--- config.mk ---
export PLATFORM = sky130hd
export DESIGN_NAME = abd_decode
export DESIGN_NICKNAME = d
export VERILOG_FILES = /design/src/hdl/assert_macros.svh /design/src/hdl/abd_pkg.sv /design/src/hdl/abd_decode.sv
export SDC_FILE = /design/constraint.sdc
export NUM_CORES = 1
export LEC_CHECK = 0
export BUFFER_PORTS_ARGS = -buffer_cell sky130_fd_sc_hd__buf_2
export CORE_UTILIZATION = 35
export DETAILED_ROUTE_END_ITERATION = 12
export GPL_ROUTABILITY_DRIVEN = 0
export PLACE_DENSITY = 0.9
export SLEW_MARGIN = 0
export SYNTH_ARGS = -nofsm -noshare
export SYNTH_HDL_FRONTEND = slang
export SYNTH_SLANG_ARGS = --single-unit
export TNS_END_PERCENT = 100
--- constraint.sdc ---
create_clock -name vclk -period 3.39
set_input_delay 0.5085 -clock vclk [all_inputs]
set_output_delay 0.5085 -clock vclk [all_outputs]
set_load 0.01 [all_outputs]
--- src/hdl/assert_macros.svh ---
// Assertion helpers shared by the RTL.
// Each macro takes a label, the clock, the reset, an antecedent and a consequent.
`ifndef ASSERT_MACROS_SVH
`define ASSERT_MACROS_SVH

// Consequent checked in the same cycle as the antecedent.
`define ASSERT_SAME(lbl, clk, rst, ante, cons) \
  lbl: assert property (@(posedge clk) disable iff (rst) (ante) |-> (cons)) \
    else $error("assertion failed: same-cycle check");

// Consequent checked in the cycle after the antecedent.
`define ASSERT_NEXT(lbl, clk, rst, ante, cons) \
  lbl: assert property (@(posedge clk) disable iff (rst) (ante) |=> (cons)) \
    else $error("assertion failed: next-cycle check");

`endif

--- src/hdl/abd_pkg.sv ---
`timescale 1ns / 1ps
// ----------------------------------------------------------------------------
// abd_pkg
// Types, memory-map constants and address wrap helpers for the bus decoder.
// ----------------------------------------------------------------------------
package abd_pkg;

  localparam int RAM_DEPTH        = 4096;
  localparam int ROM_BANK_DEPTH   = 16384;
  localparam int SPRITE_REG_COUNT = 16;

  localparam int RAM_WINDOW = 4096;
  localparam int ROM_WINDOW = 16384;

  localparam int RAM_AW = $clog2(RAM_DEPTH);
  localparam int ROM_AW = $clog2(2 * ROM_BANK_DEPTH);
  localparam int SPR_AW = $clog2(SPRITE_REG_COUNT);

  localparam int RAM_WRAP_STEPS = RAM_WINDOW / RAM_DEPTH;
  localparam int ROM_WRAP_STEPS = ROM_WINDOW / ROM_BANK_DEPTH;

  localparam logic [15:0] MIRROR_MASK  = 16'h7fff;
  localparam logic [15:0] RAM_BASE     = 16'h4000;
  localparam logic [15:0] IO_BASE      = 16'h5000;
  localparam logic [15:0] PORT_A_ADDR  = 16'h5000;
  localparam logic [15:0] PORT_B_ADDR  = 16'h5040;
  localparam logic [15:0] PORT_C_ADDR  = 16'h5080;
  localparam logic [15:0] PORT_D_ADDR  = 16'h50c0;
  localparam logic [15:0] IRQ_ADDR     = 16'h5000;
  localparam logic [15:0] FLIP_ADDR    = 16'h5003;
  localparam logic [15:0] SPR_BASE     = 16'h5060;
  localparam logic [15:0] SPR_END      = 16'h5070;
  localparam logic [15:0] EXT_ROM_BASE = 16'h8000;
  localparam logic [15:0] EXT_ROM_END  = 16'hc000;

  typedef enum logic [1:0] {
    FUNC_READ  = 2'd0,
    FUNC_WRITE = 2'd1,
    FUNC_LOAD  = 2'd2
  } func_t;

  typedef enum logic [1:0] {
    SRC_FIXED = 2'd0,
    SRC_ROM   = 2'd1,
    SRC_RAM   = 2'd2
  } src_t;

  typedef struct packed {
    src_t              src;
    logic [7:0]        fixed_byte;
    logic [ROM_AW-1:0] rom_addr;
    logic              rom_we;
    logic [RAM_AW-1:0] ram_addr;
    logic              ram_we;
    logic              irq_we;
    logic              flip_we;
    logic              spr_we;
    logic [SPR_AW-1:0] spr_idx;
  } dec_t;

  // Wrap a 12-bit window offset into the RAM depth.
  function automatic logic [RAM_AW-1:0] ram_wrap(input logic [11:0] off);
    logic [11:0] v;
    v = off;
    for (int i = 0; i < RAM_WRAP_STEPS; i++) begin
      if (int'(v) >= RAM_DEPTH) v = v - 12'(RAM_DEPTH);
    end
    return RAM_AW'(v);
  endfunction

  // Combined ROM index from bank and 14-bit offset, offset wrapped to bank depth.
  function automatic logic [ROM_AW-1:0] rom_index(input logic bank, input logic [13:0] off);
    logic [13:0] v;
    v = off;
    for (int i = 0; i < ROM_WRAP_STEPS; i++) begin
      if (int'(v) >= ROM_BANK_DEPTH) v = v - 14'(ROM_BANK_DEPTH);
    end
    return bank ? ROM_AW'(ROM_BANK_DEPTH) + ROM_AW'(v) : ROM_AW'(v);
  endfunction

endpackage

--- src/hdl/abd_decode.sv ---
`timescale 1ns / 1ps
// ----------------------------------------------------------------------------
// abd_decode
// Address decode of one bus access: read source, memory strobes, register writes.
// ----------------------------------------------------------------------------
module abd_decode (
  input  abd_pkg::func_t func,
  input  logic [15:0]    address,
  input  logic [7:0]     port_a,
  input  logic [7:0]     port_b,
  input  logic [7:0]     port_c,
  input  logic [7:0]     port_d,
  input  logic           ext_rom,
  output abd_pkg::dec_t  dec
);
  import abd_pkg::*;

  logic [15:0] ra;
  logic [15:0] wa;

  assign ra = ext_rom ? address : (address & MIRROR_MASK);
  assign wa = address & MIRROR_MASK;

  always_comb begin
    dec            = '0;
    dec.src        = SRC_FIXED;
    dec.fixed_byte = 8'h00;
    dec.rom_addr   = rom_index(ra[15], ra[13:0]);
    dec.ram_addr   = ram_wrap(ra[11:0]);
    dec.spr_idx    = wa[SPR_AW-1:0];
    unique case (func)
      FUNC_READ: begin
        if (ra < RAM_BASE) dec.src = SRC_ROM;
        else if (ra < IO_BASE) dec.src = SRC_RAM;
        else if (ra == PORT_A_ADDR) dec.fixed_byte = port_a;
        else if (ra == PORT_B_ADDR) dec.fixed_byte = port_b;
        else if (ra == PORT_C_ADDR) dec.fixed_byte = port_c;
        else if (ra == PORT_D_ADDR) dec.fixed_byte = port_d;
        else if (ra >= EXT_ROM_BASE && ra < EXT_ROM_END) dec.src = SRC_ROM;
      end
      FUNC_WRITE: begin
        dec.ram_addr = ram_wrap(wa[11:0]);
        if (wa >= RAM_BASE && wa < IO_BASE) dec.ram_we = 1'b1;
        else if (wa == IRQ_ADDR) dec.irq_we = 1'b1;
        else if (wa == FLIP_ADDR) dec.flip_we = 1'b1;
        else if (wa >= SPR_BASE && wa < SPR_END) dec.spr_we = 1'b1;
      end
      FUNC_LOAD: begin
        dec.rom_addr = rom_index(address[14], address[13:0]);
        dec.rom_we   = 1'b1;
      end
      default: begin
        dec.src = SRC_FIXED;
      end
    endcase
  end

endmodule

# After elaboration in Yosys (flattened, before gate mapping)
# Index checks and enable logic that the tools add are counted.
[word_totals]
register_bits = 0
out_inout_bits = 46
wordCells = 49
[op_classes]
n_eq_ne = 8
n_mux = 27
reduce_logical = 4
n_addsub = 2
order_cmp = 8
[op_table]
columns = ["cell", "count"]
rows = [
  ["$eq A16 B15 Y1 const B", 4],
  ["$mux W8", 7],
  ["$mux W16", 3],
  ["$lt A16 B15 Y1 const B", 2],
  ["$add A15 B14 Y15 const A", 2],
  ["$eq A15 B15 Y1 const B", 2],
  ["$ge A15 B15 Y1 const B", 2],
  ["$lt A15 B15 Y1 const B", 2],
  ["$mux W15", 2],
  ["$ge A16 B16 Y1 const B", 1],
  ["$lt A16 B16 Y1 const B", 1],
  ["$mux W2", 8],
  ["$mux W1", 6],
  ["$logic_and A1 B1 Y1", 3],
  ["$mux W3", 1],
  ["$eq A2 B1 Y1 const B", 1],
  ["$eq A2 B2 Y1 const B", 1],
  ["$logic_not A2 Y1", 1],
]

# Longest topological paths before layout
# Gate-level depths: netlist of the first run.
[logic_depth]
word_depth = 11
ltp_mapped = 5
depth_no_buf = 3

# Worst setup path after synthesis of the first run
# Ideal clock, no wire load.
[synth_timing]
path_kind = "in2out"
from = "in address[8]"
to = "out dec[36] (netlist name)"
t_arrival_ns = 1.611
required_time_ns = 2.882
setup_slack_ns = 1.271
stages = 4
n_path_buf = 1
path_cell_list = "buf_6 nor4b_4 o2111ai_4 nor4_1"
[synth_lines]
columns = ["element", "line", "text"]
rows = [
  ["start: declaration", "abd_decode.sv:8", "input logic [15:0] address,"],
  ["end: declaration", "abd_decode.sv:14", "output abd_pkg::dec_t dec"],
]

==> impl_summary.log, run 1 <==
[metrics] antenna viol nets, final: 0
[metrics] kind of start point of the critical path: input pin
[metrics] cell seen most often among critical-path stages: sky130_fd_sc_hd__buf_2
[metrics] number of endpoints with negative hold slack in the final report: 0
[metrics] total number of sequential cells: 0
[metrics] Routed Wire Length: 2202 um
[metrics] vias in the first global route: 728
[metrics] Vert. Die Dim: 46.74 um
[metrics] remaining routing DRC violations: 0
[metrics] total iterations of the first detailed-routing run: 4
[metrics] Slew HR: 72.75%
[metrics] unrepaired setup endpoints after global routing: no
[metrics] Post-CTS Hold Fix Bufs: 0
[metrics] initial DRC count: 15
[metrics] Post-Synthesis Net Count: 143
[metrics] antenna violations before repair: 0
[metrics] Worst Setup Slack post-DPL: 1069 ps
[metrics] detailed-placement wirelength estimate: 1856 um
[metrics] Worst Max-Slew Pin Slew: 406.3 ps
[metrics] minimum setup slack in the final design: 1053 ps
[metrics] worst hold path startpoint: address[3]
[metrics] arrival time at the worst endpoint: 1830 ps
[metrics] buffer count from post-CTS setup fixing: 0
[metrics] highest achievable clock rate: 427.8 MHz
[metrics] maximum number of pins on one net before global-route repair: 16
[metrics] maximum fanout count along the critical path: 8
[metrics] most common library cells after synthesis: sky130_fd_sc_hd__buf_4 (30), sky130_fd_sc_hd__nor3_1 (11), sky130_fd_sc_hd__nor4_1 (9)
[metrics] die area: 2185 um2
[metrics] dpl cells: 179
[metrics] Yosys warning count: 0
[metrics] post-synthesis cell count: 92
[metrics] number of distinct library cells after synthesis: 24
[metrics] Total Neg Setup Slack: 0 ps
[metrics] final standard cell utilization of the core: 53.54%
[metrics] multi-input logic area: 444.2 um2
[metrics] portion of synthesized cell area occupied by the leading cell type: 32.14%
[metrics] hold-critical path endpoint: dec[3]
[metrics] detailed-route wire length per cell: 12.30 um
[metrics] cell with the most instances after synthesis: sky130_fd_sc_hd__buf_4
[metrics] Chip Width: 46.74 um
[metrics] max-slew violation count: 0
[metrics] Max Cap Viol: 0
[metrics] crit path cell chain: buf_2, a211oi_1, o2111ai_4, nor4_1, buf_2
[metrics] number of cells on the worst hold path: 2
[metrics] ports placed on the boundary: 97
[metrics] pwr dens: 106.9 nW/um2
[metrics] longest individual stage delay on the worst path: 380 ps
[metrics] sequential cell area fraction in the yosys report: 0%
[metrics] outcome: finished clean
[metrics] critical setup path kind: input pin to output port
[metrics] Period Utilization, post-route: 68.95%
[metrics] Avg Synthesized Cell Area: 7.616 um2
[metrics] Area growth syn-to-layout: 37.68%
[metrics] global-route wire length before repair: 2980 um
[metrics] count of non-filler cells in the finished layout: 179
[metrics] routed vias: 891
[metrics] quantity of I/O buffers inserted on ports: 97
[metrics] vias per cell: 4.978
[metrics] Period minus WS final: 2337 ps
[metrics] cell area after synthesis: 700.7 um2
[metrics] cts repair resizes: 0
[metrics] Area contributors post-synth: sky130_fd_sc_hd__buf_4 (32%), sky130_fd_sc_hd__mux2i_1 (11%), sky130_fd_sc_hd__o2bb2ai_1 (10%), sky130_fd_sc_hd__nor4_1 (8.0%), sky130_fd_sc_hd__nor3_1 (7.9%)
[metrics] area of all sequential standard cells: 0 um2
[metrics] maximum VDD drop: 0.05419 mV
[metrics] total global routing overflow: 0
[metrics] element type at the critical path end: output port
[metrics] area leader, netlist: sky130_fd_sc_hd__buf_4
[metrics] CP Data Required Time: 2880 ps
[metrics] fraction of final layout cells with drive strength greater than 1: 65.58%
[metrics] Setup-failing EPs final: 0
[metrics] core region area: 1802 um2
[metrics] effective utilization at floorplan: 38.89%
[metrics] floorplan row count: 15
[metrics] GRT Util Overall: 17.95%
[metrics] Filler Cells Inserted: 189
[metrics] standard cell with the maximum stage delay on the critical path: sky130_fd_sc_hd__a211oi_1
[metrics] worst hold path class: input pin to output port
[metrics] ANT cells: 0
[metrics] NumNets Final: 207
[metrics] leakage component of the power: 0.0005365 uW
[metrics] # clk buffers: 0
## metrics by stage
| step | hold slack (ps) | cell area [um2] | power (uW) |
|---|---|---|---|
| 2_1_floorplan | 1064 | 700.7 | 68.01 |
| 3_3_place_gp | 1237 | 964.7 | 100.2 |
| 3_5_place_dp | 1242 | 964.7 | 103.2 |
| 4_1_cts | 1240 | 964.7 | 103.5 |
| 5_1_grt | 1255 | 964.7 | 112.5 |
| 6_report | 1240 | 964.7 | 103.1 |
## cells by family after synthesis
family,Yosys count,synth area share (%)
compound gates,11,15.89
simple gates,37,36.07
mux,8,11.43
buf+inv,36,36.61
## worst max-delay path, delay by kind of cell
family                 cells  cell delay (ps)
AOI/OAI and AO/OA          2              630
buffers and inverters      2              330
and+or+nand+nor            1              360
## worst max path at each step
stage | start | endpoint | slack, ps | cells after the start
2_1_floorplan | address[8] | dec[36] | 1270 | 4
3_3_place_gp | address[6] | dec[43] | 1110 | 5
3_5_place_dp | address[6] | dec[36] | 1070 | 5
4_1_cts | address[6] | dec[36] | 1060 | 5
5_1_grt | address[0] | dec[42] | 930 | 5
6_report | address[0] | dec[40] | 1050 | 5
## layout make-up
cell class / instances / share of cell area, %
timing repair buffer: 97 / 50.32
multi-input combinational: 56 / 46.04
tap: 25 / 3.243
inverter: 1 / 0.3891
## per-layer routing
metal / global-route usage, % / up-vias / wire length (um)
met5: 0 / - / 0
met1: 21.84 / 391 / 869
met2: 35.56 / 58 / 1168
met3: 0 / 0 / 163
met4: 2.857 / 0 / 0
li1: - / 442 / -
## layout by cell type, fill, tap and decap left out, drive strengths merged, types with 2 or more instances in the layout
master	Yosys	final
buf	33	97
mux2i	8	8
nand2	2	2
nor2	3	3
nor3	11	11
nor3b	2	2
nor4	9	9
nor4b	2	2
o2bb2ai	8	8
or4b	2	2
## power breakdown
| group | internal (uW) | leakage (uW) | switching [uW] | total (uW) |
|---|---|---|---|---|
| logic | 49.4 | 0.000536 | 53.7 | 103 |
| registers | 0 | 0 | 0 | 0 |
| clock network | 0 | 0 | 0 | 0 |
(Power assumes the default switching activity.)
==> inputs of run 2 (changes only) <==
- CORE_UTILIZATION: 35 -> 32
- PLACE_DENSITY: 0.9 -> 0.84
- clock period: 3.39 -> 2.2 ns (I/O delays scaled with it)
==> run 2 against run 1 <==
Compared with the run above:
- utilization shrank 4.5 points
- global-route usage fell by 1.2 points
- flip-flop and latch count is the same
- highest routed layer unchanged
- first-iteration DRC count down 60%
- worst hold slack lost 360 ps
- critical path type unchanged
- critical endpoint is now dec[38]
- non-clock buffer count grew 2
- largest cell class unchanged
- critical path depth is the same
- design area grew 1.8%
- final cell count up 2.2%
==> impl_summary.log, run 2 (same netlist as run 1, synthesis figures left out) <==
[metrics] outcome: finished clean
[metrics] vias in the first global route: 770
[metrics] pwr dens: 161.9 nW/um2
[metrics] remaining routing DRC violations: 0
[metrics] max-slew violation count: 0
[metrics] cell count along the critical path: 5
[metrics] family of cells with the greatest summed delay on the critical path: compound AO/OA/AOI/OAI gates
[metrics] maximum VDD drop: 0.08672 mV
[metrics] unrepaired setup endpoints after global routing: no
[metrics] quantity of I/O buffers inserted on ports: 97
[metrics] finished layout cell area: 982.2 um2
[metrics] cts repair resizes: 0
[metrics] kind of start point of the critical path: input pin
[metrics] Routed Wire Length: 2087 um
[metrics] routed vias: 886
[metrics] antenna viol nets, final: 0
[metrics] fraction of final layout cells with drive strength greater than 1: 66.03%
[metrics] Worst Max-Slew Pin Slew: 400.7 ps
[metrics] number of cells on the worst hold path: 2
[metrics] Setup-failing EPs final: 0
[metrics] number of endpoints with negative hold slack in the final report: 0
[metrics] cell seen most often among critical-path stages: sky130_fd_sc_hd__buf_2
[metrics] leakage component of the power: 0.0005461 uW
[metrics] global-route wire length before repair: 3325 um
[metrics] Filler Cells Inserted: 214
[metrics] die area: 2381 um2
[metrics] arrival time at the worst endpoint: 1610 ps
[metrics] critical setup path kind: input pin to output port
[metrics] Period Utilization, post-route: 88.17%
[metrics] total iterations of the first detailed-routing run: 2
[metrics] area of all sequential standard cells: 0 um2
[metrics] antenna violations before repair: 0
[metrics] critical path buffer and inverter count: 2
[metrics] total number of sequential cells: 0
[metrics] Post-CTS Hold Fix Bufs: 0
[metrics] Vert. Die Dim: 48.80 um
[metrics] # clk buffers: 0
[metrics] ANT cells: 0
[metrics] Final Power: 159.1 uW
[metrics] Period minus WS final: 1940 ps
[metrics] maximum fanout count along the critical path: 8
[metrics] Chip Width: 48.80 um
[metrics] worst hold path class: input pin to output port
[metrics] highest achievable clock rate: 515.5 MHz
[metrics] floorplan row count: 16
[metrics] detailed-route wire length per cell: 11.40 um
[metrics] crit path cell chain: buf_2, a211oi_1, o2111ai_4, nor4_1, buf_2
[metrics] effective utilization at floorplan: 35.00%
[metrics] total global routing overflow: 0
[metrics] standard cell with the maximum stage delay on the critical path: sky130_fd_sc_hd__a211oi_1
[metrics] ports placed on the boundary: 97
[metrics] CP Data Required Time: 1870 ps
[metrics] vias per cell: 4.842
[metrics] detailed-placement wirelength estimate: 1827 um
[metrics] buffer count from post-CTS setup fixing: 0
[metrics] DP Area: 982.2 um2
[metrics] longest individual stage delay on the worst path: 380 ps
[metrics] core region area: 2002 um2
[metrics] initial DRC count: 6
[metrics] NumNets Final: 209
[metrics] most frequent standard cell in the layout excluding fill and tap cells: sky130_fd_sc_hd__buf_2
[metrics] Max Cap Viol: 0
[metrics] Slew HR: 73.12%
[metrics] most used cells in the layout excluding fill and tap cells: sky130_fd_sc_hd__buf_2 (97), sky130_fd_sc_hd__nor3_1 (11), sky130_fd_sc_hd__nor4_1 (9)
[metrics] element type at the critical path end: output port
[metrics] Total Neg Setup Slack: 0 ps
[metrics] GRT Util Overall: 16.76%
[metrics] maximum number of pins on one net before global-route repair: 15
[metrics] Area growth syn-to-layout: 40.18%
run 2: cell types whose count changed in the layout (fill, tap and decap cells not counted), sizes merged:
cell	before	now
buf	97	99
run 2: area by class of cell:
| cell class | instances | area, um2 | area share (%) |
|---|---|---|---|
| Inverter | 1 | 3.754 | 0.3822 |
| Multi-Input combinational cell | 56 | 444.2 | 45.22 |
| Tap cell | 27 | 33.78 | 3.439 |
| Timing Repair Buffer | 99 | 500.5 | 50.96 |
run 2: through the flow:
stage / std cells / util [%] / setup WS [ps] / hold WS (ps)
final: 183 / 49.06 / 260.2 / 882.6
after global routing: 183 / 49.06 / 95.03 / 892.8
after CTS: 183 / 49.06 / 234.8 / 884.9
after detailed placement: 183 / 49.06 / 227.6 / 885.4
after global placement: 183 / 49.06 / 232.2 / 880.5
after floorplan: 92 / - / 437.6 / 706.7
run 2: path summary, 6_finish.rpt:
path | from | endpoint | slack (ps)
hold / removal | address[5] | dec[13] | 880
setup / recovery | address[0] | dec[38] | 260
run 2: where the power goes:
part	internal, uW	total (uW)	switching, uW
registers	0	0	0
logic	78.4	159	80.6
clock network	0	0	0
run 2: layer usage:
| layer | vias to the layer above | track usage [%] | wire, um |
|---|---|---|---|
| li1 | 445 | - | - |
| met1 | 389 | 19.66 | 811 |
| met2 | 52 | 34.03 | 1101 |
| met3 | 0 | 1.246 | 174 |
| met4 | 0 | 0.4902 | 0 |
| met5 | - | 0 | 0 |
==> inputs of run 3 (changes only) <==
- PLACE_DENSITY: 0.84 -> 0.92
- SKIP_LAST_GASP: default -> 1
==> run 3 against run 2 <==
Compared with the run above:
- power increased by 0.26%
- global-route usage increased by 0.59 points
- flip-flop and latch count unchanged
- sequential share of layout area unchanged
- worst setup slack improved by 1.1 ps
- non-clock buffer count did not move
==> impl_summary.log, run 3 (same netlist as run 1, synthesis figures left out) <==
[metrics] floorplan row count: 16
[metrics] NumNets Final: 209
[metrics] die area: 2381 um2
[metrics] detailed-placement wirelength estimate: 1921 um
[metrics] crit path cell chain: buf_2, a211oi_1, o2111ai_4, nor4_1, buf_2
[metrics] total iterations of the first detailed-routing run: 4
[metrics] CP Data Required Time: 1870 ps
[metrics] cell seen most often among critical-path stages: sky130_fd_sc_hd__buf_2
[metrics] fraction of final layout cells with drive strength greater than 1: 66.03%
[metrics] count of non-filler cells in the finished layout: 183
[metrics] quantity of I/O buffers inserted on ports: 97
[metrics] global-route wire length before repair: 3436 um
[metrics] arrival time at the worst endpoint: 1610 ps
[metrics] number of endpoints with negative hold slack in the final report: 0
[metrics] Period minus WS final: 1939 ps
[metrics] GRT Util Overall: 17.35%
[metrics] Worst Max-Slew Pin Slew: 424.8 ps
[metrics] Final Power: 159.5 uW
[metrics] total number of sequential cells: 0
[metrics] maximum VDD drop: 0.09297 mV
[metrics] kind of start point of the critical path: input pin
[metrics] Max Cap Viol: 0
[metrics] core region area: 2002 um2
[metrics] pwr dens: 162.4 nW/um2
[metrics] highest achievable clock rate: 515.8 MHz
[metrics] maximum number of pins on one net before global-route repair: 15
[metrics] ANT cells: 0
[metrics] Period Utilization, post-route: 88.12%
[metrics] antenna violations before repair: 0
[metrics] routed vias: 880
[metrics] Setup-failing EPs final: 0
[metrics] effective utilization at floorplan: 35.00%
[metrics] initial DRC count: 15
[metrics] vias per cell: 4.809
[metrics] Slew HR: 71.51%
[metrics] standard cell with the maximum stage delay on the critical path: sky130_fd_sc_hd__a211oi_1
[metrics] longest individual stage delay on the worst path: 390 ps
[metrics] unrepaired setup endpoints after global routing: no
[metrics] Chip Width: 48.80 um
[metrics] Post-CTS Hold Fix Bufs: 0
[metrics] detailed-route wire length per cell: 11.82 um
[metrics] Area growth syn-to-layout: 40.18%
[metrics] buffer count from post-CTS setup fixing: 0
[metrics] area of all sequential standard cells: 0 um2
[metrics] Total Neg Setup Slack: 0 ps
[metrics] maximum fanout count along the critical path: 8
[metrics] leakage component of the power: 0.0005461 uW
[metrics] vias in the first global route: 783
[metrics] worst hold slack: 880.5 ps
[metrics] dpl cells: 183
[metrics] element type at the critical path end: output port
[metrics] most used cells in the layout excluding fill and tap cells: sky130_fd_sc_hd__buf_2 (97), sky130_fd_sc_hd__nor3_1 (11), sky130_fd_sc_hd__nor4_1 (9)
[metrics] max-slew violation count: 0
[metrics] critical setup path kind: input pin to output port
[metrics] # clk buffers: 0
[metrics] Routed Wire Length: 2163 um
[metrics] ports placed on the boundary: 97
[metrics] Vert. Die Dim: 48.80 um
[metrics] cts repair resizes: 0
[metrics] most frequent standard cell in the layout excluding fill and tap cells: sky130_fd_sc_hd__buf_2
[metrics] minimum setup slack in the final design: 261.3 ps
[metrics] total global routing overflow: 0
[metrics] outcome: finished clean
[metrics] remaining routing DRC violations: 0
[metrics] antenna viol nets, final: 0
[metrics] worst hold path class: input pin to output port
[metrics] Worst Setup Slack post-DPL: 243.3 ps
## run 3: final timing paths
path | start | end | slack (ps) | cells past startpoint
min | address[5] | dec[13] | 880 | 2
max | address[0] | dec[39] | 260 | 5
## run 3: cell type report
type | instances | area (um2)
fill | 220 | 1020
timing repair buffer | 99 | 500.5
multi-input combinational | 56 | 444.2
tap | 27 | 33.78
inverter | 1 | 3.754
## run 3: per-layer routing
metal  track usage [%]  vias up  wire (um)
met5                 0        -          0
met4                 0        0          0
met3            0.9346        0        154
met2             33.56       53       1155
met1             22.10      384        853
li1                  -      443          -
## run 3: power breakdown
part           internal [uW]  switching, uW  leakage, uW
logic                   78.5           81.0     0.000546
clock network              0              0            0
registers                  0              0            0
total                   78.5           81.0     0.000546
## run 3: critical path: cells and delay by family
family          cells  cell delay (ps)
simple gates        1              320
compound gates      2              640
buf+inv             2              310
## run 3: stage by stage
stage          utilization [%]  area [um2]
6_report                 49.06       982.2
5_1_grt                  49.06       982.2
4_1_cts                  49.06       982.2
3_5_place_dp             49.06       982.2
3_3_place_gp             49.06       982.2
2_1_floorplan                -       700.7
